===== src/design/nut_pkg.sv =====
// shared types and constants for the node use tracker
// used by nut_ctrl, nut_datapath and node_use_tracker; depends on nothing
package nut_pkg;

   localparam int unsigned ID_SPACE_DEF = 65536;
   localparam int unsigned KIND_W       = 2;
   localparam int unsigned ID_W         = 32;
   localparam int unsigned CNT_W        = 17;
   localparam int unsigned USE_W        = 2;

   localparam logic [CNT_W-1:0] CNT_MAX = {CNT_W{1'b1}};

   // transaction kinds
   localparam logic [KIND_W-1:0] KIND_MARK  = 2'd0;
   localparam logic [KIND_W-1:0] KIND_QUERY = 2'd1;
   localparam logic [KIND_W-1:0] KIND_CLEAR = 2'd2;

   // per-node use states
   localparam logic [USE_W-1:0] USE_NONE = 2'd0;
   localparam logic [USE_W-1:0] USE_ONCE = 2'd1;
   localparam logic [USE_W-1:0] USE_MANY = 2'd2;

   typedef struct packed {
      logic [KIND_W-1:0] kind;
      logic [ID_W-1:0]   node_id;
   } nut_req_type;

   typedef struct packed {
      logic             used_twice;
      logic             out_of_range;
      logic [CNT_W-1:0] distinct_count;
      logic [CNT_W-1:0] repeat_count;
   } nut_rsp_type;

   // controller to datapath
   typedef struct packed {
      logic load;
      logic mem_read;
      logic update;
      logic sweep_write;
   } nut_cmd_type;

   // datapath to controller
   typedef struct packed {
      logic sweep_last;
   } nut_sts_type;

endpackage


===== src/design/nut_ctrl.sv =====
// controller state machine for the node use tracker
// depends on nut_pkg; drives nut_datapath through nut_cmd_type
module nut_ctrl
   import nut_pkg::*;
(
   input  logic              clock,
   input  logic              reset,
   input  logic              start,
   input  logic [KIND_W-1:0] req_kind,
   input  nut_sts_type       sts,
   output nut_cmd_type       cmd,
   output logic              busy
);

   typedef enum logic [2:0] {
      ST_INIT,
      ST_IDLE,
      ST_LOOKUP,
      ST_UPDATE,
      ST_CLEAR
   } state_type;

   state_type state_ff, state_in;
   logic      busy_ff, busy_in;
   logic      accept;

   assign accept = start & ~busy_ff;

   always_comb begin
      state_in = state_ff;
      case (state_ff)
         ST_INIT: begin
            if (sts.sweep_last) state_in = ST_IDLE;
         end
         ST_IDLE: begin
            if (accept) state_in = (req_kind == KIND_CLEAR) ? ST_CLEAR : ST_LOOKUP;
         end
         ST_LOOKUP: begin
            state_in = ST_UPDATE;
         end
         ST_UPDATE: begin
            state_in = ST_IDLE;
         end
         ST_CLEAR: begin
            if (sts.sweep_last) state_in = ST_UPDATE;
         end
         default: begin
            state_in = ST_IDLE;
         end
      endcase
      busy_in = (state_in != ST_IDLE);
   end

   always_ff @(posedge clock) begin
      if (reset) begin
         state_ff <= ST_INIT;
         busy_ff  <= 1'b1;
      end else begin
         state_ff <= state_in;
         busy_ff  <= busy_in;
      end
   end

   assign cmd.load        = accept;
   assign cmd.mem_read    = (state_ff == ST_LOOKUP);
   assign cmd.update      = (state_ff == ST_UPDATE);
   assign cmd.sweep_write = (state_ff == ST_INIT) | (state_ff == ST_CLEAR);
   assign busy            = busy_ff;

endmodule


===== config.mk =====
export PLATFORM = sky130hd
export DESIGN_NAME = nut_ctrl
export DESIGN_NICKNAME = d
export VERILOG_FILES = /design/src/design/nut_pkg.sv /design/src/design/nut_ctrl.sv
export SDC_FILE = /design/constraint.sdc
export NUM_CORES = 1
export LEC_CHECK = 0
export ABC_AREA = 1
export CAP_MARGIN = 20
export CELL_PAD_IN_SITES_DETAIL_PLACEMENT = 1
export CELL_PAD_IN_SITES_GLOBAL_PLACEMENT = 1
export CORE_AREA = 5 5 42 44
export CTS_CLUSTER_DIAMETER = 150
export DETAILED_ROUTE_END_ITERATION = 10
export DIE_AREA = 0 0 47 49
export DONT_BUFFER_PORTS = 1
export PLACE_DENSITY_LB_ADDON = 0.1
export SYNTH_ARGS = -nofsm -noshare
export SYNTH_HDL_FRONTEND = slang
export SYNTH_SLANG_ARGS = --single-unit

===== constraint.sdc =====
create_clock -name clock -period 1.75 [get_ports clock]
set_input_delay 0.35 -clock clock [delete_from_list [all_inputs] [get_ports clock]]
set_output_delay 0.35 -clock clock [all_outputs]
set_load 0.005 [all_outputs]

After elaboration in Yosys (flattened, before gate mapping) --
Cells that the tools add are included.
Storage, ports and cells: word-level logic and storage cells 17, input bits 6, output and inout port bits 5, register bits 4
Operators by class: reductions and logical operators 1, multiplexer cells 5, equality and inequality tests 6, bitwise operators 3
Operator list (number):
- 3-bit 2-to-1 mux | 4
- 3-bit one-hot mux with 4 select lines | 1
- 3-bit by 2-bit equality test with 1-bit output, second input constant | 2
- 3-bit by 1-bit equality test with 1-bit output, second input constant | 1
- 3-bit equality test, second input constant | 1
- 3-bit logical NOT | 1
- 3-bit by 1-bit inequality test with 1-bit output, second input constant | 1
- 2-bit equality test, second input constant | 1
- 1-bit bitwise AND | 1
- 1-bit NOT | 1
- 1-bit OR | 1

Logic depth before layout (Yosys ltp) --
depth in word-level cells 5, gate-level depth with buffers 5, gate-level depth less buffers 5

Worst setup path after synthesis --
No wires, ideal clock.
path kind input -> output, start point in start, end point out cmd[3] (netlist name), path slack 0.781 ns, buffers on the path 1, data arrival time 0.619 ns, cell stages on the path 3, required time 1.400 ns, cell sequence inv_1 > nor2_2 > buf_4
Between the ends: word-level cells in the longest chain between the ends 1
RTL lines:
- start, declared | RTL line nut_ctrl.sv:8 | input logic start,
- 1-bit bitwise AND | RTL line nut_ctrl.sv:27 | assign accept = start & ~busy_ff;
- end, declared | RTL line nut_ctrl.sv:11 | output nut_cmd_type cmd,
Every way passes these cells.

==> metrics <==
Area Growth Syn to Fin=16.0%; synthesized instance count=32; CP top delay family=flip-flops; Setup Skew=0.771 ps; Synth Register Bits=4; Worst path slowest cell=dfxtp_1; Die ar.=2300 um2; Nets=42; placer congestion estimate=0.678; Post-DP Area=231 um2; largest net degree at the start of global routing=5; via/cell ratio=4.12; Most common cell on crit path=inv_1; # clock sinks=4; CP bufs+invs=2; max-slew violation count=0; drt wl/cell=10.8 um; Final Hold Vio Count=0; postcts setup bufs=0; area of the core=1400 um2; Crit path required time=1400 ps; vias in the first global route=227; Clock Latency Late Sink=230 ps; CTS tree=done; Final Critical Period=1200 ps; Die Y=49 um; total CTS buffers=3; crit end category=output pin; Worst EP arrival=850 ps; P per Cell Area=939 nW/um2; DR pass1 iterations=1; RSZ-0062 raised after global routing=false; CTS resizes=0; status=finished, final reports clean; first-pass GRT wire length=959 um; Die Wd=47 um; grt ovf=0; leak pwr=0.121 nW; antenna violations before repair=0; Port-buffer cells=0; Max-slew headroom=0.860; Worst-path clk slew=40 ps; final setup vio count=0; max cap viols=0; critical-path cell list=inv_1, nand3_1, inv_1; mapped cell area=219 um2; Layout fillers=182; critical path peak fanout=4; count of distinct cell types in the synthesized netlist=12; critical path class=reg2out; via count=206; CTS Buffer Depth=2; Setup TNS=0 ps; WHS=172 ps; Fmax achieved=0.836 GHz; period utilization=0.683; CTS Hold Bufs=0; post-route DRC violation count=0; H-tree depth=1; post-layout instance area=254 um2; final WL=539 um; CTS Root Cell=clkbuf_4; DR iter-0 viols=0; peak supply drop=0.188 mV; Total GRT Usage=0.0647; final core utilization=0.181; Slowest Stage Delay on Critical Path=370 ps; initial core utilization=0.156; Cell Rows=14; Startpoint Class=flip-flop; Ant. Diodes=0; average size of a mapped cell=6.84 um2; share of layout cells above drive strength 1=0.265; Antenna Nets Post-Route=0; total of warnings raised by yosys=0; worst hold-check path type=in2reg; Synth Net Count=38; Detail Placement HPWL=486 um; Worst-Margin Slew=209 ps; post-synthesis sequential area ratio=0.366; # IOs=11
-- kinds of logic after synthesis --
| logic type | after synthesis | share of synthesized area |
|---|---|---|
| AND/OR/NAND/NOR | 16 | 0.377 |
| buffers and inverters | 9 | 0.171 |
| flip-flops | 4 | 0.366 |
| AO/OA/AOI/OAI | 3 | 0.0857 |
-- area by class of cell --
type | instances | area [um2] | share of cell area
multi-input combinational | 19 | 101 | 0.399
sequential | 4 | 80.1 | 0.315
inverter | 8 | 30.0 | 0.118
clock buffer | 3 | 22.5 | 0.0887
tap | 16 | 20.0 | 0.0788
-- through the flow --
step                instances  power (W)  setup slack (ps)
floorplan                  32   0.000123               781
global placement           47   0.000127               797
detailed placement         47   0.000127               785
CTS                        50   0.000246               531
global route               50   0.000261               465
finish                     50   0.000238               554
-- path summary, 6_finish.rpt --
| check | from | to | slack, ps | cells after the start |
|---|---|---|---|---|
| max | state_ff[2] | cmd[2] | 550 | 3 |
| min | reset | state_ff[1] | 170 | 1 |
| max reg2reg | state_ff[2] | state_ff[0] | 800 | 5 |
| min reg2reg | state_ff[2] | state_ff[2] | 530 | 2 |
-- synthesized netlist by cell type (all sizes together) --
library cell	instances	area [um2]
a21oi	3	18.8
and2	1	6.26
buf	1	7.51
dfxtp	4	80.1
inv	8	30.0
nand2	5	18.8
nand3	6	35.0
nor2	4	22.5
-- layout by cell type (no fill, tap or decap) --
cell      n
inv_1     7
nand3_1   5
nand2_1   5
dfxtp_1   4
nor2_2    3
clkbuf_4  3
a21oi_1   2
nor2_1    1
and2_1    1
nand3_2   1
inv_2     1
a21oi_2   1
-- power breakdown --
| part | internal, W | leakage (nW) | switching [W] |
|---|---|---|---|
| Sequential | 0.0000968 | 0.0329 | 0.00000551 |
| Clock | 0.0000767 | 0.0138 | 0.0000375 |
| Combinational | 0.00000779 | 0.0738 | 0.0000141 |
-- per-layer routing --
metal	wire, um	GRT usage
met1	190	0.0548
met2	252	0.0814
met3	76	0.0590
met4	20	0.0691
met5	0	0
-- sequential cells by signal (all words and copies together), names as in the netlist --
| register | flops |
|---|---|
| busy | 1 |
| state_ff | 3 |
-- worst register-to-register path, delay by kind of cell (launching register included) --
kind	cells	cell delay, ps
buffers and inverters	1	90
flip-flops	1	330
AND/OR/NAND/NOR	4	420
No activity file was read; power rests on OpenSTA's default activity.
